## config.mk

```make
export PLATFORM = sky130hd
export DESIGN_NAME = bad_merge
export DESIGN_NICKNAME = d
export VERILOG_FILES = /design/src/rtl/bad_pkg.sv /design/src/rtl/bad_merge.sv
export SDC_FILE = /design/constraint.sdc
export NUM_CORES = 1
export LEC_CHECK = 0
export ABC_AREA = 1
export BUFFER_PORTS_ARGS = -buffer_cell sky130_fd_sc_hd__buf_2
export CAP_MARGIN = 20
export CORE_AREA = 5 5 199 201
export CTS_BUF_LIST = sky130_fd_sc_hd__clkbuf_4
export DETAILED_ROUTE_END_ITERATION = 10
export DIE_AREA = 0 0 204 206
export PLACE_DENSITY = 0.68
export SYNTH_ARGS = -nofsm -noshare
export SYNTH_HDL_FRONTEND = slang
export SYNTH_SLANG_ARGS = --single-unit
```

## constraint.sdc

```tcl
create_clock -name clk_i -period 6.02 [get_ports clk_i]
set_clock_uncertainty 0.05 [all_clocks]
set_input_delay 0.301 -clock clk_i [delete_from_list [all_inputs] [get_ports clk_i]]
set_output_delay 0.301 -clock clk_i [all_outputs]
set_load 0.02 [all_outputs]
```

## src/rtl/bad_pkg.sv

```systemverilog
// ----------------------------------------------------------------------------
// bad_pkg
// Shared types and constants for the box accumulate and distance block.
// ----------------------------------------------------------------------------
`default_nettype none

package bad_pkg;

  localparam int COORD_BITS_DEF = 24;
  localparam int FIELD_BITS     = 24;
  localparam int NUM_AXES       = 3;
  localparam int DIST_BITS      = 53;
  localparam int CMD_BITS       = 2;
  localparam int IN_DATA_W      = NUM_AXES * FIELD_BITS;
  localparam int OUT_DATA_W     = ((DIST_BITS + 7) / 8) * 8;

  typedef enum logic [CMD_BITS-1:0] {
    CMD_ADD    = 2'd0,
    CMD_SIGNED = 2'd1,
    CMD_CENTER = 2'd2
  } cmd_e;

  typedef struct packed {
    logic s1;
    logic s2;
    logic s3;
  } lane_en_t;

  typedef struct packed {
    logic en;
    logic signed_q;
    logic empty;
  } merge_ctl_t;

endpackage

`default_nettype wire

```

## src/rtl/bad_merge.sv

```systemverilog
// ----------------------------------------------------------------------------
// bad_merge
// Combines the three lane results into the final distance and registers it.
// ----------------------------------------------------------------------------
`default_nettype none

module bad_merge #(
  parameter int COORD_BITS = bad_pkg::COORD_BITS_DEF,
  localparam int SQ_W = 2 * COORD_BITS + 3
) (
  input  wire logic                                         clk_i,
  input  wire bad_pkg::merge_ctl_t                          ctl_i,
  input  wire logic [bad_pkg::NUM_AXES-1:0]                 outside_i,
  input  wire logic [bad_pkg::NUM_AXES-1:0][SQ_W-1:0]       min_sq_i,
  input  wire logic [bad_pkg::NUM_AXES-1:0][SQ_W-1:0]       out_sq_i,
  input  wire logic [bad_pkg::NUM_AXES-1:0][SQ_W-1:0]       ctr_sq_i,
  output logic [bad_pkg::DIST_BITS-1:0]                     dist_o,
  output logic                                              empty_o
);

  localparam int RAW_W  = 2 * COORD_BITS + 7;
  localparam int WORK_W = (RAW_W > bad_pkg::DIST_BITS) ? RAW_W : bad_pkg::DIST_BITS;

  logic [SQ_W-1:0]          m01, mmin;
  logic [WORK_W-1:0]        osum, csum;
  logic signed [WORK_W-1:0] res;

  assign m01  = (min_sq_i[0] < min_sq_i[1]) ? min_sq_i[0] : min_sq_i[1];
  assign mmin = (m01 < min_sq_i[2]) ? m01 : min_sq_i[2];
  assign osum = WORK_W'(out_sq_i[0]) + WORK_W'(out_sq_i[1]) + WORK_W'(out_sq_i[2]);
  assign csum = WORK_W'(ctr_sq_i[0]) + WORK_W'(ctr_sq_i[1]) + WORK_W'(ctr_sq_i[2]);

  always_comb begin
    if (ctl_i.empty) begin
      res = '0;
    end else if (ctl_i.signed_q) begin
      if (|outside_i) begin
        res = osum << 2;
      end else begin
        res = -(WORK_W'(mmin) << 2);
      end
    end else begin
      res = csum;
    end
  end

  always_ff @(posedge clk_i) begin
    if (ctl_i.en) begin
      dist_o  <= res[bad_pkg::DIST_BITS-1:0];
      empty_o <= ctl_i.empty;
    end
  end

endmodule

`default_nettype wire

```

# [Word level (Yosys, flattened, before mapping)]
# Index checks and enable logic that the tools add are counted.
[word_totals] regBits=54 in_bits=466 out_inout_bits=54 word_cells=14
[classes] n_addsub=5 magnitude_cmp=2 muxes=4 n_reduce_logical=1
[ops] op="$mux 53" n=2
[ops] op="$add 51x51->51" n=2
[ops] op="$lt 51x51->1" n=2
[ops] op="$mux 51" n=2
[ops] op="$add 52x51->53" n=1
[ops] op="$neg 53->53" n=1
[ops] op="$add 51x51->52" n=1
[ops] op="$reduce_or 3->1" n=1

# [Depth between registers and ports, before layout]
[logic_depth] ltp_word=7 ltp_mapped=42

# [Worst setup path before layout]
# OpenSTA, ideal clock, no wires.
[synth_timing] path_kind="input to register" startpoint="input min_sq_i[81] (netlist name)" endpoint="register dist_o[42] (netlist name) (data pin)" setup_time_ns=0.261 t_arrival_ns=4.602 required_time_ns=5.709 path_slack_ns=1.108 cell_stages=37 path_buffers=3 cell_sequence="inv_1 > ha_1 > nand2_1 > inv_2 > nand3_1 > nor2_1 > nand3_1 > and2b_1 > nand2_1 > nand3_2 > inv_2 > buf_2 > clkbuf_1 > o21ai_0 > ha_1 > nand4_1 > inv_1 > nand4_1 > nand3b_1 > nor4_1 > nand2_4 > nand2_8 > buf_12 > inv_2 > nand2_1 > nand2_1 > inv_1 > ha_1 > nand2_1 > nor2_2 > nand2_2 > nor2_4 > nand2_1 > nor2_1 > a21oi_1 > o21ai_0 > a21oi_1"
[synth_between] elab_chain_len=7
[synth_lines] item="from (decl)" line_no="bad_merge.sv:14" rtl="input wire logic [bad_pkg::NUM_AXES-1:0][SQ_W-1:0] min_sq_i,"
[synth_lines] item="$lt 51x51->1" line_no="bad_merge.sv:28" rtl="assign m01 = (min_sq_i[0] < min_sq_i[1]) ? min_sq_i[0] : min_sq_i[1];"
[synth_lines] item="$mux 51 (*)" line_no="bad_merge.sv:28"
[synth_lines] item="$lt 51x51->1" line_no="bad_merge.sv:29" rtl="assign mmin = (m01 < min_sq_i[2]) ? m01 : min_sq_i[2];"
[synth_lines] item="$mux 51 (*)" line_no="bad_merge.sv:29"
[synth_lines] item="$neg 53->53 (*)" line_no="bad_merge.sv:40" rtl="res = -(WORK_W'(mmin) << 2);"
[synth_lines] item="$mux 53 (*)" line_no="bad_merge.sv:37" rtl="if (|outside_i) begin"
[synth_lines] item="$mux 53 (*)" line_no="bad_merge.sv:36" rtl="end else if (ctl_i.signed_q) begin"
[synth_lines] item="to (signal assigned)" line_no="bad_merge.sv:49" rtl="dist_o <= res[bad_pkg::DIST_BITS-1:0];"
[synth_lines] item="to (decl)" line_no="bad_merge.sv:17" rtl="output logic [bad_pkg::DIST_BITS-1:0] dist_o,"
# Mark *: on every way between the ends. The rest lies on a longest branch, timed or not.
# A chain may end at the register's enable or synchronous reset.

# [Final worst setup path]
[layout_timing] startpoint="input min_sq_i[101] (netlist name)" endpoint="register dist_o[19] (netlist name) (data pin)"
# The elaborated chain is that of the path after synthesis.

==> impl_results.rst <==
.. list-table::
   :header-rows: 1

   * - Metric
     - Value
   * - Run status
     - finished, final reports clean
   * - Remaining antenna violation count
     - 0
   * - Power Internal
     - about 0.0018 W
   * - Post-synth top area cell
     - sky130_fd_sc_hd__ha_1
   * - Cell type of the slowest stage on the worst timing path
     - sky130_fd_sc_hd__o21ai_0
   * - Clock transition at the registers of the reported paths
     - roughly 0.2 ns
   * - TritonCTS clock tree
     - built
   * - Timing-limited maximum frequency
     - about 190 MHz
   * - Sequential share of the synthesized area
     - between 10% and 20%
   * - First DRT Iteration DRCs
     - approximately 1100
   * - Largest delay contributor family on the critical path
     - simple AND/OR/NAND/NOR gates
   * - All-layer global routing usage
     - about 30%
   * - Worst relative slew slack
     - 41.7%
   * - Maximum number of pins on one net before global-route repair
     - 67
   * - Non-Filler Instances
     - 3475
   * - Final setup viols
     - 0
   * - Top post-synthesis cells by area
     - sky130_fd_sc_hd__ha_1 16%, sky130_fd_sc_hd__nand2_1 14%, sky130_fd_sc_hd__fa_1 13%, sky130_fd_sc_hd__edfxtp_1 10%, sky130_fd_sc_hd__a21oi_1 8.5%
   * - Routed wire per std cell
     - around 19 um
   * - Global-route wire length before repair
     - about 100 mm
   * - Clock tree root driver cell
     - sky130_fd_sc_hd__clkbuf_4
   * - Critical path data required time
     - about 6.3 ns
   * - Number of buffers inserted for hold repair after clock tree synthesis
     - 0
   * - Synth top cells by count
     - 584 x sky130_fd_sc_hd__nand2_1, 306 x sky130_fd_sc_hd__inv_1, 267 x sky130_fd_sc_hd__a21oi_1
   * - Category of the critical setup timing path
     - input port to flop
   * - Final design utilization
     - between 50% and 60%
   * - Worst IR Drop VDD
     - around 0.097 mV
   * - Number of synthesis warnings
     - 0
   * - Number of port buffers
     - roughly 520
   * - Number of antenna violations at the first check in global routing
     - 1
   * - Clk network pwr share
     - under 10%
   * - Max-cap violations
     - 0
   * - Post-CTS sizing
     - 0
   * - Overall power consumption
     - roughly 0.004 W
   * - Drt pass-1 iters
     - 6
   * - IO Count
     - 520
   * - Placer Congestion
     - 1.00
   * - Crit path arrival time
     - between 5 and 6 ns
   * - Post-CTS setup buffer count
     - 0
   * - Prevailing post-synth register cell
     - sky130_fd_sc_hd__edfxtp_1
   * - Combinational share of power
     - roughly four fifths
   * - Avg Synthesized Cell Area
     - ~6.6 um2
   * - Slowest Stage Delay on Critical Path
     - between 0.3 and 0.4 ns
   * - Total negative slack
     - 0 ns
   * - CP most frequent cell
     - sky130_fd_sc_hd__nand2_1
   * - # rows
     - just over 70
   * - Post-detailed-route via-to-cell ratio
     - 5.32
   * - Count of H-tree levels built during CTS
     - 2
   * - Max-slew violation count
     - 0
   * - Sum of buffers and inverters on the critical path
     - 7
   * - Remaining routing DRC violations
     - 0
   * - Count leader, synth
     - sky130_fd_sc_hd__nand2_1
   * - Area of the core
     - about 37000 um2
   * - Hold WC Path Type
     - input port to flop
   * - Number of cells produced by synthesis
     - 2375
   * - Cell total after placement
     - approximately 3500
   * - Leak pwr
     - slightly above 10 nW
   * - Worst hold start
     - ctr_sq_i[102]
   * - Final hold violation count
     - 0
   * - Total clock buffers created by CTS
     - 5
   * - Number of enable-type register cells in the synthesized netlist
     - 54
   * - Number of sinks driven by the clock tree
     - 54
   * - Routed Wire Length
     - ~66 mm
   * - Fillers
     - between 3000 and 4000
   * - Element type at the critical path end
     - flop
   * - Global-route congestion overflow total
     - 0
   * - Area of the die
     - between 40000 and 50000 um2
   * - Switching power share of the total
     - between 50% and 60%
   * - Post-synth net total
     - about 3100
   * - Layout area overhead
     - 25.1%
   * - Width of the die
     - approximately 200 um
   * - Peak fanout along the critical path
     - 25
   * - PD cells
     - 200 nW/um2
   * - NetSw
     - roughly 0.0021 W
   * - Crit path launch type
     - input port
   * - Final nets
     - ~3700
   * - Source of the critical timing path
     - min_sq_i[101]
   * - Min Tclk post-route
     - 5.37 ns
   * - Synth Register Bits
     - 54
   * - Worst-case clock buffer depth
     - 2
   * - Effective utilization at floorplan
     - 42.1%
   * - Die height
     - 206 um
   * - Tcrit/Tclk final
     - around nine tenths
   * - RSZ-0062 raised after global routing
     - no
   * - Via count of the first global-routing pass
     - between 15000 and 20000
   * - DP HPWL
     - approximately 60 mm
   * - Share of power burned in registers
     - between 10% and 20%
   * - Async set-reset flop share out of synthesis
     - 0%
   * - Synthesized area
     - roughly 16000 um2
   * - Fraction of synthesized cell area taken by the top area cell type
     - around 16%
   * - Ratio of cells with drive above 1 in the final layout
     - a little under a quarter
   * - Count of different cell masters after synthesis
     - 57
   * - Measured slew at the worst slew-check pin
     - a little under 0.9 ns
   * - Detailed-route via count
     - ~18000
[worst paths after layout]
check | depth (start not counted) | endpoint | slack (ns)
setup / recovery | 34 | dist_o[19]$_SDFFCE_PP0P_ | 0.65
hold / removal | 4 | dist_o[0]$_SDFFCE_PP0P_ | 0.28
[metal layers]
| metal | share of wire (%) | vias to the layer above | global-route usage (%) |
|---|---|---|---|
| met4 | 2.1 | 0 | 6.51 |
| met3 | 6.3 | 70 | 2.48 |
| met5 | 0 | - | 0 |
| li1 | - | 9122 | - |
| met2 | 49 | 721 | 53.7 |
| met1 | 43 | 8581 | 39.4 |
[final cells by class]
cell class              count  area (um2)  share of cell area [%]
clock inverters             3        68.8                   0.350
diodes                      1        2.50                  0.0127
well taps                 511         639                    3.25
clock buffers               5        37.5                   0.191
multi-input cells        1959       12700                    64.4
repair buffers            627        3460                    17.6
inverters                 315        1180                    6.01
flip-flops and latches     54        1620                    8.24
[logic make-up after synthesis]
kind of cell	share of synthesized area (%)
xor+xnor	3.51
fa+ha+maj	29.0
mux	0.0716
simple gates	27.3
compound gates	20.6
flops	10.3
buf+inv	9.15
[cell usage in the layout (no fill, tap or decap), types with 28 or more instances in the layout]
master / Yosys / layout
sky130_fd_sc_hd__xnor2_1: 35 / 35
sky130_fd_sc_hd__nor2_1: 200 / 200
sky130_fd_sc_hd__buf_2: 13 / 519
sky130_fd_sc_hd__nand4_1: 28 / 28
sky130_fd_sc_hd__edfxtp_1: 54 / 54
sky130_fd_sc_hd__ha_1: 200 / 200
sky130_fd_sc_hd__buf_4: 3 / 104
sky130_fd_sc_hd__fa_1: 103 / 103
sky130_fd_sc_hd__o21ai_0: 193 / 193
sky130_fd_sc_hd__nand3b_1: 43 / 43
sky130_fd_sc_hd__a21oi_1: 267 / 267
sky130_fd_sc_hd__xor2_1: 28 / 28
sky130_fd_sc_hd__nand2_1: 584 / 584
sky130_fd_sc_hd__inv_1: 306 / 306
sky130_fd_sc_hd__nand3_1: 73 / 73
sky130_fd_sc_hd__a31oi_1: 34 / 34
[power by group through the flow]
stage                     registers [W]  logic, W  clock network, W
after global placement         0.000547   0.00304                 0
after detailed placement       0.000546   0.00306                 0
after global routing           0.000539   0.00345          0.000298
after floorplan                0.000594   0.00186                 0
final                          0.000537   0.00312          0.000285
after CTS                      0.000537   0.00308          0.000287
[state kept, by name (all words and copies together) (netlist names)]
register,flops
empty_o,1
dist_o,53
[through the flow]
| stage | setup slack [ns] | hold slack [ns] | area, um2 |
|---|---|---|---|
| 6_report | 0.646 | 0.284 | 19700 |
| 5_1_grt | 0.222 | 0.297 | 19700 |
| 4_1_cts | 0.743 | 0.247 | 19700 |
| 3_5_place_dp | 0.243 | 0.698 | 19600 |
| 3_3_place_gp | 0.313 | 0.701 | 19600 |
| 2_1_floorplan | 1.11 | 0.350 | 15700 |
[tightest hold or removal path, delay by kind of cell]
| family | cells | cell delay [ns] |
|---|---|---|
| AND/OR/NAND/NOR | 1 | 0.04 |
| buffers and inverters | 2 | 0.15 |
| adder cells (fa/ha/maj) | 1 | 0.15 |
(Power assumes the default switching activity.)
